<file path="src/rtl/assert_macros.svh">
// Assertion macros shared by the semaphore table RTL.
`ifndef ASSERT_MACROS_SVH
`define ASSERT_MACROS_SVH

// Check that a condition implies a consequence in the same cycle.
`define SEMTAB_ASSERT_SAME(label, clk, rst_n, ante, cons, msg) \
  label: assert property (@(posedge clk) disable iff (!rst_n) (ante) |-> (cons)) \
    else $error(msg);

// Check that a condition implies a consequence in the next cycle.
`define SEMTAB_ASSERT_NEXT(label, clk, rst_n, ante, cons, msg) \
  label: assert property (@(posedge clk) disable iff (!rst_n) (ante) |=> (cons)) \
    else $error(msg);

`endif

</file>
<file path="src/rtl/semtab_pkg.sv">
// Types and constants shared by the semaphore table modules.
`default_nettype none

package semtab_pkg;

  // Request operation codes
  typedef enum logic [1:0] {
    CMD_ALLOC  = 2'd0,
    CMD_WAIT   = 2'd1,
    CMD_SIGNAL = 2'd2,
    CMD_NOP    = 2'd3
  } semtab_op_t;

  // Result status codes
  typedef enum logic [1:0] {
    STAT_OK         = 2'd0,
    STAT_NO_FREE    = 2'd1,
    STAT_QUEUE_FULL = 2'd2
  } semtab_status_t;

  // Controller states
  typedef enum logic [1:0] {
    S_IDLE  = 2'd0,
    S_FETCH = 2'd1,
    S_EXEC  = 2'd2
  } semtab_state_t;

  // Semaphore count format
  localparam int CNT_W = 16;
  localparam logic signed [CNT_W-1:0] CNT_MIN = 16'sh8000;
  localparam logic signed [CNT_W-1:0] CNT_MAX = 16'sh7FFF;

  // Free-entry search groups
  localparam int GROUP_SIZE = 16;
  localparam int GROUP_BITS = 4;

  // Controller to datapath commands
  typedef struct packed {
    logic capture;    // latch the incoming request
    logic hold_addr;  // address memories from the latched request
    logic exec;       // write back and load the result register
  } semtab_cmd_t;

  // Datapath to controller status
  typedef struct packed {
    logic out_free;   // result register can take a new result
  } semtab_sts_t;

endpackage

`default_nettype wire

</file>
<file path="src/rtl/semtab_ram.sv">
// Generic single-write, single-read RAM with registered read data.
`default_nettype none

module semtab_ram #(
  parameter int WIDTH = 8,
  parameter int DEPTH = 16
) (
  input  wire logic                     clk,
  input  wire logic                     we,
  input  wire logic [$clog2(DEPTH)-1:0] waddr,
  input  wire logic [WIDTH-1:0]         wdata,
  input  wire logic [$clog2(DEPTH)-1:0] raddr,
  output logic      [WIDTH-1:0]         rdata
);

  logic [WIDTH-1:0] mem [DEPTH];
  logic [WIDTH-1:0] rdata_r;

  // Write one entry, read one entry
  always_ff @(posedge clk) begin
    if (we) begin
      mem[waddr] <= wdata;
    end
    rdata_r <= mem[raddr];
  end

  assign rdata = rdata_r;

endmodule

`default_nettype wire

</file>
<file path="src/rtl/semtab_ctrl.sv">
// Controller state machine sequencing fetch, ring read and write-back.
`default_nettype none

module semtab_ctrl (
  input  wire logic                    clk,
  input  wire logic                    rst_n,
  input  wire logic                    in_valid,
  output logic                         in_ready,
  input  wire semtab_pkg::semtab_sts_t sts,
  output semtab_pkg::semtab_cmd_t      cmd
);

  semtab_pkg::semtab_state_t state_r;
  semtab_pkg::semtab_state_t state_nxt;

  // Advance the state
  always_ff @(posedge clk) begin
    if (!rst_n) begin
      state_r <= semtab_pkg::S_IDLE;
    end else begin
      state_r <= state_nxt;
    end
  end

  // Next state
  always_comb begin
    state_nxt = state_r;
    case (state_r)
      semtab_pkg::S_IDLE: begin
        if (in_valid) begin
          state_nxt = semtab_pkg::S_FETCH;
        end
      end
      semtab_pkg::S_FETCH: begin
        state_nxt = semtab_pkg::S_EXEC;
      end
      semtab_pkg::S_EXEC: begin
        if (sts.out_free) begin
          state_nxt = semtab_pkg::S_IDLE;
        end
      end
      default: begin
        state_nxt = semtab_pkg::S_IDLE;
      end
    endcase
  end

  // Outputs
  always_comb begin
    in_ready      = 1'b0;
    cmd.capture   = 1'b0;
    cmd.hold_addr = 1'b1;
    cmd.exec      = 1'b0;
    case (state_r)
      semtab_pkg::S_IDLE: begin
        in_ready      = 1'b1;
        cmd.capture   = in_valid;
        cmd.hold_addr = 1'b0;
      end
      semtab_pkg::S_FETCH: begin
        cmd.hold_addr = 1'b1;
      end
      semtab_pkg::S_EXEC: begin
        cmd.exec = sts.out_free;
      end
      default: begin
        cmd.hold_addr = 1'b1;
      end
    endcase
  end

endmodule

`default_nettype wire

</file>
<file path="src/rtl/semtab_dp.sv">
// Datapath: request latch, free search, count and ring memories, result register.
`default_nettype none

module semtab_dp #(
  parameter int NUM_SEMS    = 16,
  parameter int QUEUE_DEPTH = 16,
  parameter int PROC_BITS   = 8
) (
  input  wire logic                    clk,
  input  wire logic                    rst_n,
  input  wire semtab_pkg::semtab_cmd_t cmd,
  output semtab_pkg::semtab_sts_t      sts,
  input  wire logic [1:0]              in_cmd,
  input  wire logic [7:0]              in_proc_id,
  input  wire logic [3:0]              in_sem_id,
  input  wire logic signed [15:0]      in_init_value,
  output logic                         out_valid,
  input  wire logic                    out_ready,
  output logic [1:0]                   out_status,
  output logic [3:0]                   out_alloc_id,
  output logic                         out_caller_blocked,
  output logic                         out_wake_valid,
  output logic [7:0]                   out_wake_proc
);

  localparam int SB    = $clog2(NUM_SEMS);
  localparam int QB    = $clog2(QUEUE_DEPTH);
  localparam int FB    = $clog2(QUEUE_DEPTH + 1);
  localparam int WDEP  = NUM_SEMS * QUEUE_DEPTH;
  localparam int WA    = $clog2(WDEP);
  localparam int CW    = semtab_pkg::CNT_W;
  localparam int PTR_W = CW + QB + QB + FB;
  localparam int GS    = semtab_pkg::GROUP_SIZE;
  localparam int NG    = (NUM_SEMS + GS - 1) / GS;

  // Latched request
  logic [1:0]           cmd_r;
  logic [7:0]           proc_r;
  logic [3:0]           sem_r;
  logic signed [CW-1:0] init_r;

  // Allocation flags and free-entry search
  logic [NUM_SEMS-1:0]                  in_use_r;
  logic [NG*GS-1:0]                     used_pad;
  logic [NG-1:0]                        grp_any_r;
  logic [NG-1:0]                        grp_any_nxt;
  logic [semtab_pkg::GROUP_BITS-1:0]    grp_idx_r   [NG];
  logic [semtab_pkg::GROUP_BITS-1:0]    grp_idx_nxt [NG];
  logic                                 free_found;
  logic [15:0]                          alloc_wide;
  logic [SB-1:0]                        alloc_idx;

  // Memory ports
  logic [3:0]       addr_sem;
  logic [15:0]      addr_wide;
  logic [15:0]      sem_wide;
  logic [SB-1:0]    sem_idx;
  logic             ptr_we;
  logic [SB-1:0]    ptr_waddr;
  logic [PTR_W-1:0] ptr_wdata;
  logic [PTR_W-1:0] ptr_rdata;
  logic             wtr_we;
  logic [WA-1:0]    wtr_waddr;
  logic [WA-1:0]    wtr_raddr;
  logic [PROC_BITS-1:0] wtr_wdata;
  logic [PROC_BITS-1:0] wtr_rdata;
  logic [31:0]      wtr_rsum;
  logic [31:0]      wtr_wsum;
  logic [23:0]      proc_wide;
  logic [23:0]      wake_wide;

  // Fields of the fetched pointer word
  logic signed [CW-1:0] cnt;
  logic [QB-1:0]        head;
  logic [QB-1:0]        tail;
  logic [FB-1:0]        fill;
  logic signed [CW-1:0] cnt_nxt;
  logic [QB-1:0]        head_nxt;
  logic [QB-1:0]        tail_nxt;
  logic [FB-1:0]        fill_nxt;
  logic                 sem_ok;

  // Result
  logic       out_valid_r;
  logic [1:0] status_r;
  logic [1:0] status_nxt;
  logic [3:0] alloc_r;
  logic [3:0] alloc_nxt;
  logic       blocked_r;
  logic       blocked_nxt;
  logic       wv_r;
  logic       wv_nxt;
  logic [7:0] wp_r;
  logic [7:0] wp_nxt;

  // Latch the request
  always_ff @(posedge clk) begin
    if (cmd.capture) begin
      cmd_r  <= in_cmd;
      proc_r <= in_proc_id;
      sem_r  <= in_sem_id;
      init_r <= in_init_value;
    end
  end

  // Per-group lowest free entry
  always_comb begin
    used_pad = '1;
    used_pad[NUM_SEMS-1:0] = in_use_r;
    for (int g = 0; g < NG; g++) begin
      grp_any_nxt[g] = 1'b0;
      grp_idx_nxt[g] = '0;
      for (int k = GS - 1; k >= 0; k--) begin
        if (!used_pad[g*GS + k]) begin
          grp_any_nxt[g] = 1'b1;
          grp_idx_nxt[g] = semtab_pkg::GROUP_BITS'(k);
        end
      end
    end
  end

  always_ff @(posedge clk) begin
    grp_any_r <= grp_any_nxt;
    grp_idx_r <= grp_idx_nxt;
  end

  // Lowest free group
  always_comb begin
    free_found = 1'b0;
    alloc_wide = '0;
    for (int g = NG - 1; g >= 0; g--) begin
      if (grp_any_r[g]) begin
        free_found = 1'b1;
        alloc_wide = 16'(g * GS) + 16'(grp_idx_r[g]);
      end
    end
    alloc_idx = alloc_wide[SB-1:0];
  end

  // Address the pointer memory from the port while idle, else from the latched request
  assign addr_sem  = cmd.hold_addr ? sem_r : in_sem_id;
  assign addr_wide = 16'(addr_sem);
  assign sem_wide  = 16'(sem_r);
  assign sem_idx   = sem_wide[SB-1:0];

  // Unpack the pointer word
  assign {cnt, head, tail, fill} = ptr_rdata;

  // Ring slot addresses
  assign wtr_rsum  = 32'(sem_idx) * 32'(QUEUE_DEPTH) + 32'(head);
  assign wtr_wsum  = 32'(sem_idx) * 32'(QUEUE_DEPTH) + 32'(tail);
  assign wtr_raddr = wtr_rsum[WA-1:0];
  assign wtr_waddr = wtr_wsum[WA-1:0];
  assign proc_wide = 24'(proc_r);
  assign wtr_wdata = proc_wide[PROC_BITS-1:0];
  assign wake_wide = 24'(wtr_rdata);

  assign sem_ok = (sem_wide < 16'(NUM_SEMS)) && in_use_r[sem_idx];

  // Execute the request
  always_comb begin
    cnt_nxt     = cnt;
    head_nxt    = head;
    tail_nxt    = tail;
    fill_nxt    = fill;
    ptr_we      = 1'b0;
    ptr_waddr   = sem_idx;
    wtr_we      = 1'b0;
    status_nxt  = semtab_pkg::STAT_OK;
    alloc_nxt   = '0;
    blocked_nxt = 1'b0;
    wv_nxt      = 1'b0;
    wp_nxt      = '0;
    case (cmd_r)
      semtab_pkg::CMD_ALLOC: begin
        if (free_found) begin
          ptr_we    = cmd.exec;
          ptr_waddr = alloc_idx;
          cnt_nxt   = init_r;
          head_nxt  = '0;
          tail_nxt  = '0;
          fill_nxt  = '0;
          alloc_nxt = alloc_wide[3:0];
        end else begin
          status_nxt = semtab_pkg::STAT_NO_FREE;
        end
      end
      semtab_pkg::CMD_WAIT: begin
        if (sem_ok) begin
          if (cnt > 16'sd0) begin
            ptr_we  = cmd.exec;
            cnt_nxt = cnt - 16'sd1;
          end else if (cnt == semtab_pkg::CNT_MIN || fill >= FB'(QUEUE_DEPTH)) begin
            status_nxt = semtab_pkg::STAT_QUEUE_FULL;
          end else begin
            ptr_we      = cmd.exec;
            wtr_we      = cmd.exec;
            cnt_nxt     = cnt - 16'sd1;
            tail_nxt    = (tail == QB'(QUEUE_DEPTH - 1)) ? '0 : tail + 1'b1;
            fill_nxt    = fill + 1'b1;
            blocked_nxt = 1'b1;
          end
        end
      end
      semtab_pkg::CMD_SIGNAL: begin
        if (sem_ok) begin
          ptr_we = cmd.exec;
          if (cnt != semtab_pkg::CNT_MAX) begin
            cnt_nxt = cnt + 16'sd1;
          end
          if (cnt < 16'sd0 && fill != '0) begin
            head_nxt = (head == QB'(QUEUE_DEPTH - 1)) ? '0 : head + 1'b1;
            fill_nxt = fill - 1'b1;
            wv_nxt   = 1'b1;
            wp_nxt   = wake_wide[7:0];
          end
        end
      end
      default: begin
        status_nxt = semtab_pkg::STAT_OK;
      end
    endcase
    ptr_wdata = {cnt_nxt, head_nxt, tail_nxt, fill_nxt};
  end

  // Mark the claimed entry
  always_ff @(posedge clk) begin
    if (!rst_n) begin
      in_use_r <= '0;
    end else if (cmd.exec && cmd_r == semtab_pkg::CMD_ALLOC && free_found) begin
      in_use_r[alloc_idx] <= 1'b1;
    end
  end

  // Count and ring pointers, one word per semaphore
  semtab_ram #(
    .WIDTH (PTR_W),
    .DEPTH (NUM_SEMS)
  ) u_ptr_ram (
    .clk   (clk),
    .we    (ptr_we),
    .waddr (ptr_waddr),
    .wdata (ptr_wdata),
    .raddr (addr_wide[SB-1:0]),
    .rdata (ptr_rdata)
  );

  // Wait rings, QUEUE_DEPTH slots per semaphore
  semtab_ram #(
    .WIDTH (PROC_BITS),
    .DEPTH (WDEP)
  ) u_wtr_ram (
    .clk   (clk),
    .we    (wtr_we),
    .waddr (wtr_waddr),
    .wdata (wtr_wdata),
    .raddr (wtr_raddr),
    .rdata (wtr_rdata)
  );

  // Hold the result until taken
  always_ff @(posedge clk) begin
    if (!rst_n) begin
      out_valid_r <= 1'b0;
    end else if (cmd.exec) begin
      out_valid_r <= 1'b1;
    end else if (out_ready) begin
      out_valid_r <= 1'b0;
    end
  end

  always_ff @(posedge clk) begin
    if (cmd.exec) begin
      status_r  <= status_nxt;
      alloc_r   <= alloc_nxt;
      blocked_r <= blocked_nxt;
      wv_r      <= wv_nxt;
      wp_r      <= wp_nxt;
    end
  end

  assign sts.out_free       = !out_valid_r || out_ready;
  assign out_valid          = out_valid_r;
  assign out_status         = status_r;
  assign out_alloc_id       = alloc_r;
  assign out_caller_blocked = blocked_r;
  assign out_wake_valid     = wv_r;
  assign out_wake_proc      = wp_r;

endmodule

`default_nettype wire

</file>
<file path="src/rtl/semaphore_table_with_wait_queues.sv">
// Top level: counting-semaphore table with a FIFO wait ring per semaphore.
// An accepted request passes through pointer read, wait-ring read and write-back,
// and a further request is taken only after the write-back loads the result register;
//   a stalled result holds the write-back until the result register frees.
// Reset: clears the allocation flags, the controller and the result valid; count and ring
//   memories are not cleared: allocate writes the count word, and wait writes a ring slot before it is read.
`default_nettype none
`include "assert_macros.svh"

module semaphore_table_with_wait_queues #(
  parameter int NUM_SEMS    = 16,
  parameter int QUEUE_DEPTH = 16,
  parameter int PROC_BITS   = 8
) (
  input  wire logic               clk,
  input  wire logic               rst_n,
  input  wire logic               in_valid,
  output logic                    in_ready,
  input  wire logic [1:0]         in_cmd,
  input  wire logic [7:0]         in_proc_id,
  input  wire logic [3:0]         in_sem_id,
  input  wire logic signed [15:0] in_init_value,
  output logic                    out_valid,
  input  wire logic               out_ready,
  output logic [1:0]              out_status,
  output logic [3:0]              out_alloc_id,
  output logic                    out_caller_blocked,
  output logic                    out_wake_valid,
  output logic [7:0]              out_wake_proc
);

  semtab_pkg::semtab_cmd_t cmd;
  semtab_pkg::semtab_sts_t sts;

  // Sequence the request
  semtab_ctrl u_ctrl (
    .clk      (clk),
    .rst_n    (rst_n),
    .in_valid (in_valid),
    .in_ready (in_ready),
    .sts      (sts),
    .cmd      (cmd)
  );

  // Execute the request
  semtab_dp #(
    .NUM_SEMS    (NUM_SEMS),
    .QUEUE_DEPTH (QUEUE_DEPTH),
    .PROC_BITS   (PROC_BITS)
  ) u_dp (
    .clk                (clk),
    .rst_n              (rst_n),
    .cmd                (cmd),
    .sts                (sts),
    .in_cmd             (in_cmd),
    .in_proc_id         (in_proc_id),
    .in_sem_id          (in_sem_id),
    .in_init_value      (in_init_value),
    .out_valid          (out_valid),
    .out_ready          (out_ready),
    .out_status         (out_status),
    .out_alloc_id       (out_alloc_id),
    .out_caller_blocked (out_caller_blocked),
    .out_wake_valid     (out_wake_valid),
    .out_wake_proc      (out_wake_proc)
  );

  // One request in flight at a time
  `SEMTAB_ASSERT_NEXT(a_one_in_flight, clk, rst_n, in_valid && in_ready, !in_ready, "request accepted while another is in flight")

  // Write-back only into a free result register
  `SEMTAB_ASSERT_SAME(a_exec_slot_free, clk, rst_n, cmd.exec, !out_valid || out_ready, "result register overwritten")

  // A result never both blocks and wakes
  `SEMTAB_ASSERT_SAME(a_block_xor_wake, clk, rst_n, out_valid, !(out_caller_blocked && out_wake_valid), "blocked and wake set together")

  // A failed allocate reports nothing else
  `SEMTAB_ASSERT_SAME(a_no_free_clean, clk, rst_n, out_valid && out_status == semtab_pkg::STAT_NO_FREE, out_alloc_id == 4'd0 && !out_wake_valid && !out_caller_blocked, "failed allocate carries other fields")

endmodule

`default_nettype wire
</file>
<file path="config.mk">
export PLATFORM = sky130hd
export DESIGN_NAME = semaphore_table_with_wait_queues
export DESIGN_NICKNAME = d
export VERILOG_FILES = /design/src/rtl/semtab_pkg.sv /design/src/rtl/semtab_ram.sv /design/src/rtl/semtab_ctrl.sv /design/src/rtl/semtab_dp.sv /design/src/rtl/semaphore_table_with_wait_queues.sv
export VERILOG_INCLUDE_DIRS = /design/src /design/src/rtl
export SDC_FILE = /design/constraint.sdc
export NUM_CORES = 2
export LEC_CHECK = 0
export ABC_AREA = 1
export BUFFER_PORTS_ARGS = -buffer_cell sky130_fd_sc_hd__buf_2
export CORE_ASPECT_RATIO = 0.6
export CORE_UTILIZATION = 39
export CTS_CLUSTER_SIZE = 30
export DETAILED_ROUTE_END_ITERATION = 7
export PLACE_DENSITY = 0.6
export SKIP_LAST_GASP = 1
export SLEW_MARGIN = 20
export SYNTH_ARGS = -nofsm -noshare
export SYNTH_HDL_FRONTEND = slang
export SYNTH_SLANG_ARGS = --single-unit
</file>
<file path="constraint.sdc">
create_clock -name clk -period 6 [get_ports clk]
set_input_delay 0.9 -clock clk [delete_from_list [all_inputs] [get_ports clk]]
set_output_delay 0.9 -clock clk [all_outputs]
set_load 0.005 [all_outputs]
</file>
==> impl_metrics.yaml <==
detailed_routing:
  viasPerCell: 5.56
  drtPass1Iterations: 6
  route.detailed.drc: 0
  detailroute.via_count: 74400
  routed_wl_mm: 328
  drtIter0Drc: 10800
  ant_nets: 0
  avgRoutedWirePerCell_um: 24.5
sta:
  worst_pin_slew_ns: 1.29
  max-slew-margin-rel_pct: 14.2
  rsz0062_at_grt: "no"
  hold_viol_final: 0
  finalCriticalPeriod_ns: 5.25
  fin_setup_tns_ns: 0
  fin_skew_ns: 0.0643
  maxSlewViolCount: 0
  fmax_mhz: 190
  setup_viol: 0
  fin_crit_sh_pct: 87.6
critical_path:
  crit_path_max_incr_delay_ns: 0.90
  path_cells: "inv_2 > nand2_1 > inv_2 > nand2_1 > nand3_1 > nand2_1 > nand2_1 > nor2_4 > nand3_2 > nor3_4 > buf_4 > nand3_1 > nor2_1"
  setup.worst_path.class: "reg -> reg"
  cp-end-kind: "flip-flop"
  cp_num_buf_inv: 3
  slowest_stage: "nor2_1"
  crit_top_cell: "nand2_1"
  cp_data_arrival_time_ns: 5.76
  crit_path_start_kind: "flip-flop"
  crit_family: "simple AND/OR/NAND/NOR gates"
  cp.required_ns: 6.51
  crit_path_max_fanout: 16
synthesis:
  synthDominantCellAreaShare_pct: 71.2
  netlist_area_um2: 108000
  syn_avg_cell_area_um2: 11.2
  ys_types: 36
  synth_edf_count: 2558
  synth.most_common_cell: "edfxtp_1"
  yosys-top-cells-area: "edfxtp_1 71%, nor2_1 7.5%, nand2_1 6.3%, o21ai_0 5.5%, nand3_1 2.0%"
  syn_nets: 9655
  yosysTopAreaCell: "edfxtp_1"
  async_flop_share_pct: 0
  ys.flop_type: "edfxtp_1"
  synth.ff_latch_count: 2619
  synth_seq_area_share_pct: 72.4
  synth_common_cells: "2558 x edfxtp_1, 2165 x nor2_1, 1824 x nand2_1, 1194 x o21ai_0, 496 x clkbuf_1"
  synth_warnings: 0
  synth_cells: 9606
cts:
  root_buffer: "clkbuf_16"
  worstSkewPairLatency_ns: 0.91
  cts_buffers: 234
  cts_resized: 0
  cts_hold_buf: 0
  clock_path_buffers: 4
  ctsHtreeMaxLevel: 4
  post_cts_buffers: 0
  clock_sinks: 2619
  cts_tree: "built"
  clkSlewWorstSetupHoldPaths_ns: 0.07
global_route:
  grt_max_degree: 182
  overflow: 0
  antenna_found_initial: 16
  grt_pass1_vias: 70300
  grt_pass1_wl_mm: 475
  grtUsageTotal_pct: 22.9
cells_and_area:
  syn_to_final_growth_pct: 11.6
  nFillCells: 25300
  post-route-cell-area_um2: 120000
  final-seq-area_um2: 78000
  layout.nets: 9531
  drive_gt1_share_pct: 6.27
  multi_input_area_um2: 26500
place:
  postPlaceCellArea_um2: 113000
  place.port_buffers: 51
  dp_hpwl_mm: 199
  routabilityCongestion: 0.926
pwr:
  vdd_drop_max_mv: 0.311
  power_mw: 44.2
  power_density_nw_per_um2: 367
  leakagePower_nw: 41.4
die:
  io_pins: 52
  core_area_um2: 275000
  rows: 149
  floorplan.initialDensity_pct: 39.2
  die_y_um: 409
  dieArea_um2: 279000
  die_width_um: 681
job:
  cap_violations: 0
status:
  status: "finished, final reports clean"
worst_hold_path:
  min_path_type: "in -> reg"
area by class of cell:
class | instances | share of cell area [%]
repair buffers | 215 | 1.67
well taps | 3699 | 3.85
flip-flops and latches | 2619 | 64.9
diodes | 13 | 0.0270
clock buffers | 287 | 5.20
multi-input cells | 6058 | 22.0
inverters | 354 | 1.13
clock inverters | 133 | 1.23
registers in the layout (all words and copies together) (netlist names):
register	cells
u_dp.u_wtr_ram.mem	2048
u_dp.u_ptr_ram.mem	464
u_dp.u_ptr_ram.rdata	29
u_dp.in_use_r	16
u_dp.init_r	16
u_dp.out_wake_proc	8
u_dp.proc_r	8
u_dp.u_wtr_ram.rdata	8
u_dp.grp_idx_r	4
u_dp.out_alloc_id	4
u_dp.sem_idx	4
u_ctrl.state_r	2
u_dp.cmd_r	2
u_dp.out_status	2
u_dp.grp_any_r	1
u_dp.out_caller_blocked	1
u_dp.out_valid	1
u_dp.out_wake_valid	1
worst reg2reg max path: stages, from the launching register on:
cell and delay (ns):
edfxtp_1 0.53, inv_2 0.17, nand2_1 0.25, inv_2 0.26
nand2_1 0.13, nand3_1 0.11, nand2_1 0.07, nand2_1 0.11
nor2_4 0.14, nand3_2 0.21, nor3_4 0.58, buf_4 0.54
nand3_1 0.86, nor2_1 0.91
metal layers:
metal / vias to the layer above / GRT usage [%] / part of all wire (%)
met1: 36700 / 35.5 / 45
met2: 4140 / 31.0 / 40
met3: 455 / 6.93 / 13
met4: 14 / 5.23 / 2.3
li1: 33000 / - / -
met5: - / 0 / 0.027
power by group:
| part | switching [mW] | leakage, nW | internal, mW | total, mW |
|---|---|---|---|---|
| clock | 6.86 | 3.77 | 8.69 | 15.5 |
| sequential | 0.231 | 23.5 | 20.4 | 20.6 |
| combinational | 6.08 | 14.1 | 1.95 | 8.03 |
path summary, 6_finish.rpt:
kind,slack (ns),from,cells past startpoint,to
worst min-delay path,0.16,in_init_value[4],1,u_dp.init_r[4]
worst max register to register,0.75,u_dp.sem_idx[0],13,u_dp.u_wtr_ram.mem[94][7]
worst min register to register,0.48,u_ctrl.state_r[0],2,u_ctrl.state_r[1]
worst max-delay path,0.75,u_dp.sem_idx[0],13,u_dp.u_wtr_ram.mem[94][7]
placed cells by master, fill, tap and decap left out, drive strengths merged, types with 15 or more instances in the layout:
cell type,synthesis,final
edfxtp,2558,2558
nor2,2166,2166
nand2,1824,1824
o21ai,1197,1197
nand3,430,430
inv,350,357
clkbuf,496,287
buf,79,215
o211ai,119,119
clkinv,4,89
o221ai,86,86
a21oi,72,72
dfxtp,61,61
o22ai,56,56
bufinv,0,30
nor3,26,26
nand4,23,23
a221oi,16,16
ha,15,15
through the flow:
step	instances	worst slack, ns	utilization [%]	hold slack, ns
after floorplan	9606	1.55	-	0.440
after global placement	12900	0.943	40.9	0.466
after detailed placement	12900	0.853	40.9	0.468
after CTS	13400	0.819	43.8	0.104
after global routing	13400	0.478	43.8	0.124
final	13400	0.746	43.8	0.162
kinds of logic (layout without fill, tap and decap cells):
logic type	Yosys count	count (layout)	synth area share, %
AO/OA/AOI/OAI	1556	1556	7.94
AND/OR/NAND/NOR	4476	4476	16.2
adder cells (fa/ha/maj)	15	15	0.174
flip-flops	2619	2619	72.4
buffers and inverters	929	989	3.24
other	0	13	0
XOR/XNOR	11	11	0.0893
Note: power is estimated with default switching activity, not from simulation.
